==> config.mk <==
export PLATFORM = sky130hd
export DESIGN_NAME = waypoint_pid_steer_speed_unit
export DESIGN_NICKNAME = d
export VERILOG_FILES = /design/src/design/wpss_pkg.sv /design/src/design/waypoint_pid_steer_speed_unit.sv /design/src/design/wpss_cfg_regs.sv
export SDC_FILE = /design/constraint.sdc
export NUM_CORES = 2
export LEC_CHECK = 0
export BUFFER_PORTS_ARGS = -buffer_cell sky130_fd_sc_hd__buf_4
export CAP_MARGIN = 30
export CORE_UTILIZATION = 59
export CTS_CLUSTER_DIAMETER = 120
export DETAILED_ROUTE_END_ITERATION = 10
export GPL_TIMING_DRIVEN = 1
export MAX_ROUTING_LAYER = met4
export PLACE_DENSITY = 0.76
export SLEW_MARGIN = 10
export SYNTH_ARGS = -nofsm -noshare
export SYNTH_HDL_FRONTEND = slang
export SYNTH_SLANG_ARGS = --single-unit
==> constraint.sdc <==
create_clock -name clk -period 14.2 [get_ports clk]
set_input_delay 2.84 -clock clk [delete_from_list [all_inputs] [get_ports clk]]
set_output_delay 2.84 -clock clk [all_outputs]
set_load 0.05 [all_outputs]
==> src/design/wpss_pkg.sv <==
// Package for the waypoint steering and speed controller: register codes, config type, constants.
`default_nettype none

package wpss_pkg;

	// Configuration register indexes, in port order.
	typedef enum logic [2:0] {
		REG_MAX_SPEED       = 3'd0,
		REG_MAX_STEER       = 3'd1,
		REG_ARRIVE_TOL      = 3'd2,
		REG_GAIN_NEAR       = 3'd3,
		REG_GAIN_FAR        = 3'd4,
		REG_GAIN_SWITCH     = 3'd5,
		REG_KI_PER_TICK     = 3'd6,
		REG_KD_PER_TICK     = 3'd7
	} reg_idx_t;

	localparam int unsigned CfgIdxW  = 3;
	localparam int unsigned CfgDataW = 20;

	// Configuration register contents as seen by the datapath.
	typedef struct packed {
		logic [9:0]  max_speed;
		logic [14:0] max_steer_angle;
		logic [15:0] arrive_tolerance;
		logic [15:0] gain_near;
		logic [15:0] gain_far;
		logic [19:0] gain_switch_distance;
		logic [15:0] integral_gain_per_tick;
		logic [15:0] derivative_gain_per_tick;
	} cfg_t;

	// Reset values of the configuration registers.
	localparam logic [9:0]  RstMaxSpeed  = 10'd64;
	localparam logic [14:0] RstMaxSteer  = 15'd2145;
	localparam logic [15:0] RstArriveTol = 16'd16;
	localparam logic [15:0] RstGainNear  = 16'd819;
	localparam logic [15:0] RstGainFar   = 16'd1311;
	localparam logic [19:0] RstGainSw    = 20'd960;
	localparam logic [15:0] RstKi        = 16'd41;
	localparam logic [15:0] RstKd        = 16'd4096;

	// Heading error magnitude thresholds in Q4.12: 5 and 15 degrees.
	localparam logic [16:0] Deg5MaxQ12  = 17'd357;
	localparam logic [16:0] Deg15MinQ12 = 17'd1073;

	// Integral accumulator limits (40-bit signed).
	localparam logic signed [39:0] IntMax = {1'b0, {39{1'b1}}};
	localparam logic signed [39:0] IntMin = {1'b1, {39{1'b0}}};

	// Rounding offset for Q8.24 to Q4.12.
	localparam logic signed [41:0] RoundHalf = 42'sd2048;

endpackage

`default_nettype wire

==> src/design/waypoint_pid_steer_speed_unit.sv <==
// Top level of the waypoint steering and speed controller.
// Throughput: one transaction per cycle while the output is not stalled; four registered
// stages (input, products, integral update, result) hand items on through per-stage ready,
// and a result reaches the output register after passing through each of them in turn.
// Reset: asynchronous active low; pipeline empty, integral and error history zero,
// arrived mark set, configuration registers at their reset values.
`default_nettype none

module waypoint_pid_steer_speed_unit (
	input  wire logic                          clk,
	input  wire logic                          arst_n,
	input  wire logic                          cfg_write,
	input  wire logic [wpss_pkg::CfgIdxW-1:0]  cfg_index,
	input  wire logic [wpss_pkg::CfgDataW-1:0] cfg_data,
	input  wire logic                          in_valid,
	output logic                               in_ready,
	input  wire logic                          new_target,
	input  wire logic signed [15:0]            hdg_err,
	input  wire logic [31:0]                   distance,
	output logic                               out_valid,
	input  wire logic                          out_ready,
	output logic signed [15:0]                 steer_out,
	output logic [9:0]                         speed_cmd,
	output logic                               arrived
);
	import wpss_pkg::*;

	cfg_t cfg;

	wpss_cfg_regs u_cfg (
		.clk       (clk),
		.arst_n    (arst_n),
		.cfg_write (cfg_write),
		.cfg_index (cfg_index),
		.cfg_data  (cfg_data),
		.cfg       (cfg)
	);

	// Stage valid bits and handshake chain.
	logic v_s1, v_s2, v_s3;
	logic r_out, r_s3, r_s2;
	logic adv_s1, adv_s2, adv_s3;

	assign r_out    = !out_valid || out_ready;
	assign r_s3     = !v_s3 || r_out;
	assign r_s2     = !v_s2 || r_s3;
	assign in_ready = !v_s1 || r_s2;
	assign adv_s1   = v_s1 && r_s2;
	assign adv_s2   = v_s2 && r_s3;
	assign adv_s3   = v_s3 && r_out;

	always_ff @(posedge clk or negedge arst_n) begin
		if (!arst_n) begin
			v_s1      <= 1'b0;
			v_s2      <= 1'b0;
			v_s3      <= 1'b0;
			out_valid <= 1'b0;
		end else begin
			if (in_ready)
				v_s1 <= in_valid;
			if (r_s2)
				v_s2 <= v_s1;
			if (r_s3)
				v_s3 <= v_s2;
			if (r_out)
				out_valid <= v_s3;
		end
	end

	// Stage 1: input register.
	logic               nt_s1;
	logic signed [15:0] e_s1;
	logic [31:0]        dist_s1;

	always_ff @(posedge clk) begin
		if (in_valid && in_ready) begin
			nt_s1   <= new_target;
			e_s1    <= hdg_err;
			dist_s1 <= distance;
		end
	end

	// Error history: the error of the last item that left stage 1.
	logic signed [15:0] prev_err_q;

	always_ff @(posedge clk or negedge arst_n) begin
		if (!arst_n)
			prev_err_q <= '0;
		else if (adv_s1)
			prev_err_q <= e_s1;
	end

	// Stage 1 logic: thresholds, gain choice, the three products and the speed limit.
	logic signed [16:0] e_x;
	logic [16:0]        mag;
	logic               err_small, err_big;
	logic [15:0]        kp;
	logic signed [16:0] diff;
	logic signed [32:0] p_full;
	logic signed [33:0] d_full;
	logic signed [32:0] i_full;
	logic               at_tol;
	logic [9:0]         vlim;
	logic [9:0]         speed_raw;

	assign e_x       = {e_s1[15], e_s1};
	assign mag       = e_x[16] ? 17'(-e_x) : 17'(e_x);
	assign err_small = mag <= Deg5MaxQ12;
	assign err_big   = mag >= Deg15MinQ12;
	assign kp        = (dist_s1 < {12'd0, cfg.gain_switch_distance}) ? cfg.gain_near
	                                                                   : cfg.gain_far;
	assign diff      = e_x - {prev_err_q[15], prev_err_q};
	assign p_full    = 33'(e_s1) * 33'($signed({1'b0, kp}));
	assign d_full    = 34'(diff) * 34'($signed({1'b0, cfg.derivative_gain_per_tick}));
	assign i_full    = 33'(e_s1) * 33'($signed({1'b0, cfg.integral_gain_per_tick}));
	assign at_tol    = dist_s1 < {16'd0, cfg.arrive_tolerance};
	assign vlim      = err_big ? {1'b0, cfg.max_speed[9:1]} : cfg.max_speed;
	assign speed_raw = (dist_s1 < {22'd0, vlim}) ? dist_s1[9:0] : vlim;

	// Stage 2 registers.
	logic signed [31:0] p_s2;
	logic signed [32:0] d_s2;
	logic signed [31:0] kie_s2;
	logic               small_s2, nt_s2, tol_s2;
	logic [9:0]         speed_s2;

	always_ff @(posedge clk) begin
		if (adv_s1) begin
			p_s2     <= p_full[31:0];
			d_s2     <= d_full[32:0];
			kie_s2   <= i_full[31:0];
			small_s2 <= err_small;
			nt_s2    <= nt_s1;
			tol_s2   <= at_tol;
			speed_s2 <= speed_raw;
		end
	end

	// Stage 2 logic: integral accumulate with saturation, arrived mark, P plus D.
	logic signed [39:0] integral_q;
	logic               arrived_q;
	logic signed [40:0] acc;
	logic signed [39:0] acc_sat;
	logic signed [39:0] int_upd;
	logic               arr_next;
	logic signed [33:0] pd_sum;

	assign acc = {integral_q[39], integral_q} + 41'(kie_s2);

	always_comb begin
		if (acc[40] != acc[39])
			acc_sat = acc[40] ? IntMin : IntMax;
		else
			acc_sat = acc[39:0];
	end

	assign int_upd  = small_s2 ? acc_sat : '0;
	assign arr_next = (nt_s2 ? 1'b0 : arrived_q) || tol_s2;
	assign pd_sum   = 34'(p_s2) + 34'(d_s2);

	always_ff @(posedge clk or negedge arst_n) begin
		if (!arst_n) begin
			integral_q <= '0;
			arrived_q  <= 1'b1;
		end else if (adv_s2) begin
			integral_q <= arr_next ? '0 : int_upd;
			arrived_q  <= arr_next;
		end
	end

	// Stage 3 registers.
	logic signed [33:0] pd_s3;
	logic signed [39:0] int_s3;
	logic               arr_s3;
	logic [9:0]         speed_s3;

	always_ff @(posedge clk) begin
		if (adv_s2) begin
			pd_s3    <= pd_sum;
			int_s3   <= int_upd;
			arr_s3   <= arr_next;
			speed_s3 <= speed_s2;
		end
	end

	// Stage 3 logic: round Q8.24 to Q4.12, clamp, zero when arrived.
	logic signed [41:0] sum_full;
	logic signed [29:0] rnd;
	logic signed [29:0] lim;
	logic signed [29:0] clamped;

	assign sum_full = 42'(pd_s3) + 42'(int_s3) + RoundHalf;
	assign rnd      = sum_full[41:12];
	assign lim      = $signed({15'd0, cfg.max_steer_angle});

	always_comb begin
		if (rnd > lim)
			clamped = lim;
		else if (rnd < -lim)
			clamped = -lim;
		else
			clamped = rnd;
	end

	// Result register.
	always_ff @(posedge clk) begin
		if (adv_s3) begin
			steer_out <= arr_s3 ? 16'sd0 : clamped[15:0];
			speed_cmd <= arr_s3 ? 10'd0 : speed_s3;
			arrived   <= arr_s3;
		end
	end

endmodule

`default_nettype wire

==> src/design/wpss_cfg_regs.sv <==
// Configuration register file of the waypoint steering and speed controller.
`default_nettype none

module wpss_cfg_regs (
	input  wire logic                          clk,
	input  wire logic                          arst_n,
	input  wire logic                          cfg_write,
	input  wire logic [wpss_pkg::CfgIdxW-1:0]  cfg_index,
	input  wire logic [wpss_pkg::CfgDataW-1:0] cfg_data,
	output wpss_pkg::cfg_t                     cfg
);
	import wpss_pkg::*;

	cfg_t cfg_q;

	// Register writes: each register takes the low bits of the write data.
	always_ff @(posedge clk or negedge arst_n) begin
		if (!arst_n) begin
			cfg_q.max_speed                <= RstMaxSpeed;
			cfg_q.max_steer_angle          <= RstMaxSteer;
			cfg_q.arrive_tolerance         <= RstArriveTol;
			cfg_q.gain_near                <= RstGainNear;
			cfg_q.gain_far                 <= RstGainFar;
			cfg_q.gain_switch_distance     <= RstGainSw;
			cfg_q.integral_gain_per_tick   <= RstKi;
			cfg_q.derivative_gain_per_tick <= RstKd;
		end else if (cfg_write) begin
			case (reg_idx_t'(cfg_index))
				REG_MAX_SPEED:   cfg_q.max_speed                <= cfg_data[9:0];
				REG_MAX_STEER:   cfg_q.max_steer_angle          <= cfg_data[14:0];
				REG_ARRIVE_TOL:  cfg_q.arrive_tolerance         <= cfg_data[15:0];
				REG_GAIN_NEAR:   cfg_q.gain_near                <= cfg_data[15:0];
				REG_GAIN_FAR:    cfg_q.gain_far                 <= cfg_data[15:0];
				REG_GAIN_SWITCH: cfg_q.gain_switch_distance     <= cfg_data[19:0];
				REG_KI_PER_TICK: cfg_q.integral_gain_per_tick   <= cfg_data[15:0];
				REG_KD_PER_TICK: cfg_q.derivative_gain_per_tick <= cfg_data[15:0];
				default: begin
				end
			endcase
		end
	end

	assign cfg = cfg_q;

endmodule

`default_nettype wire

==> summary.md <==
| Metric | Value |
|---|---|
| Status | finished, final reports clean |
| Post-Synth Adder-Cell Area | between 30% and 40% |
| Initial core utilization | 60.0% |
| # IOs | between 100 and 150 |
| TritonCTS clock tree | built |
| Distinct cells, synth | 85 |
| # resized after CTS | 0 |
| Count of final setup violators | 0 |
| Initial DRC count | 3,059 |
| First-pass GRT wire length | 215 mm |
| Syn_nets | 6,805 |
| Clock tree root buffer cell | clkbuf_16 |
| Synthesized flop and latch total | 457 |
| RePlAce Congestion | about 0.95 |
| Post-synthesis sequential area ratio | 24.1% |
| Minimum clock period | 10.01 ns |
| CTS buffer count | 49 |
| Layout Nets | 6,819 |
| Primary FF master, synth | edfxtp_1 |
| Slew Limit Fails | 0 |
| Worst Path Class, Setup | reg -> reg |
| Remaining global-route overflow | 0 |
| Total detailed-routing wirelength | about 130 mm |
| Largest area contributor in the netlist | fa_1 |
| EDFF count, synth | 271 |
| Crit. Startpoint | e_s1[0] |
| Avg WL per Cell | approximately 20 microns |
| CTS clk-pin slew, worst paths | 0.07 ns |
| Crit-path max FO | 16 |
| Pin count of the biggest net entering global routing | 92 |
| Leading post-synthesis cells by cell area | fa_1 (25%), edfxtp_1 (15%), ha_1 (13%) |
| Pre-CTS setup slack | between 3 and 4 ns |
| Worst EP arrival | 10.33 ns |
| Reg2reg end | d_s2[32] |
| Max_slew headroom | 32.7% |
| RSZ-0062 raised after global routing | false |
| Hold_buf cts | 0 |
| CTS Buffer Depth | 3 |
| WHS | 0.425 ns |
| Vias post-DR | 39,168 |
| Row cnt | 109 |
| Final WS setup | 4.19 ns |
| Fmax | 99.9 MHz |
| Final hold vios | 0 |
| Simple-Gate Fraction of Synth Area | between 10 and 15% |
| DRT Pass-1 Iters | 6 |
| R2R cell count | 36 |
| # DRC | 0 |
| Cell mode on critical path | a21oi_1 |
| Area Growth Syn to Fin | 7.24% |
| YS warnings | 0 |
| Post-Syn Area | 53,300 sq um |
| Slowest CP cell | o31a_1 |
| Max-cap viol count | 0 |
| Initial antenna violation count | 3 |
| Post-Route Utilization | 64.3% |
| Worst-Skew Late Latency | 0.62 ns |
| Detailed placer's ending HPWL | 103 mm |
| Worst-Margin Slew | 1.01 ns |
| Yosys top cell area share | between 20% and 30% |
| Most frequent cell after synthesis | inv_1 |
| Number of I/O port buffers | 105 |
| Ant. Diodes | 0 |
| Synth cell count leaders | inv_1 (952), fa_1 (665), nand2_1 (622), ha_1 (574), and2_1 (316) |
| Worst Setup End Kind | flop |
| Largest family of logic cells by synthesized area | adder cells |
| Post-synthesis xor/xnor area fraction | 3.47% |
| Post-CTS Setup Bufs | 0 |
| Synth Instances | 5,489 |
| Async set-reset flop share out of synthesis | between 40% and 50% |
| Clock Sinks | roughly 460 |
| Vias in the first global route | 40,677 |
| Clk_skew | 0.0305 ns |
| Die width | 303 microns |
| Chip height | 303 microns |
| Reg2reg start | e_s1[0] |
| Synth Area in Compound Gates | 8.83% |
| H-tree Lvls | 2 |
| Fill count | 7,075 |
| Crit path largest cell delay | between 0.6 and 0.7 ns |
| Setup Total Neg Slack | 0 ns |
| Layout cell share with drive strength beyond 1 | 8.17% |
| Core Footprint | 88,900 sq um |
| Hold/Removal Path Class | reg -> reg |
| Average cell area after synthesis | between 9 and 10 sq um |
| Reg2Reg Setup Slack | around 4.2 ns |
| Die area | 91,600 sq um |
| Footprint of the multi-input gates | 36,200 sq um |
| Post-synthesis mux area share | roughly 3.1% |
| Critical path endpoint | d_s2[32] |
| Vias per cell | 5.84 |
| Register area | roughly 13,000 sq um |
| Final cycle utilization of the critical path | a little over two thirds |
| Routed Antenna Nets | 0 |
| Total track usage | around 31% |
| Setup crit start kind | flop |
| CP required | about 15 ns |
how the worst min path moves through the flow:
| stage | to | cells past startpoint | slack (ns) | startpoint |
|---|---|---|---|---|
| after detailed placement | speed_s3[1] | 0 | 0.40 | speed_s2[1] |
| after global routing | nt_s2 | 0 | 0.43 | nt_s1 |
| after global placement | speed_s3[3] | 0 | 0.40 | speed_s2[3] |
| after floorplan | nt_s2 | 0 | 0.40 | nt_s1 |
| after CTS | nt_s2 | 0 | 0.43 | nt_s1 |
| final | speed_s3[1] | 0 | 0.42 | speed_s2[1] |
per-stage QoR:
step / cell area (sq um) / instances
after floorplan: 53300 / 5489
after global placement: 55300 / 6605
after detailed placement: 55300 / 6609
after CTS: 57000 / 6700
after global routing: 57200 / 6708
final: 57200 / 6708
area by class of cell:
| cell class | count | share of cell area, % |
|---|---|---|
| clock buffer | 62 | 2.37 |
| clock inverter | 29 | 0.685 |
| inverter | 956 | 6.28 |
| multi-input combinational | 3871 | 63.3 |
| sequential | 457 | 22.4 |
| tap | 1165 | 2.55 |
| timing repair buffer | 168 | 2.38 |
cells in the final DEF (no fill, tap or decap), drive strengths merged, types with 33 or more instances in the layout:
cell and instances:
fa 665, nor2 223, and3 36, nand2b 39, inv 954, a31oi 37, nand3 60, dfrtp 158
clkbuf 63, a21o 94, o21bai 33, edfxtp 271, and2 317, ha 574, nand2 622, mux2 123
a21oi 217, nor3 38, xnor2 151, nor2b 66, xor2 60, buf 167, o21ai 187
cells by family after synthesis:
logic type	count (synthesis)
buffers and inverters	1161
adder cells (fa/ha/maj)	1240
AO/OA/AOI/OAI	746
multiplexers	151
AND/OR/NAND/NOR	1523
flip-flops	457
XOR/XNOR	211
critical path: cells and delay by family (launching register included):
kind / cells / cell delay [ns]
compound gates: 20 / 4.54
fa+ha+maj: 9 / 4.02
flops: 1 / 0.45
buf+inv: 5 / 0.43
simple gates: 1 / 0.18
xor+xnor: 1 / 0.09
sequential cells by signal, summed over array words and instances, names as in the netlist, 10 cells and up:
name / count
d_s2: 33
dist_s1: 32
e_s1: 16
int_s3: 40
integral_q: 40
kie_s2: 32
p_s2: 32
pd_s3: 34
prev_err_q: 16
speed_cmd: 10
speed_s2: 10
speed_s3: 10
steer_out: 16
u_cfg.cfg: 125
layer usage:
| layer | vias up | routed length (microns) | GRT usage, % |
|---|---|---|---|
| li1 | 17775 | - | - |
| met1 | 19697 | 54600 | 38.9 |
| met2 | 1351 | 64400 | 50.5 |
| met3 | 345 | 8920 | 4.29 |
| met4 | 0 | 6220 | 13.1 |
| met5 | - | 0 | - |
Power is left out: the tool's default activity adds up to more than one toggle a clock period on the data nets, which glitch-free logic cannot reach.
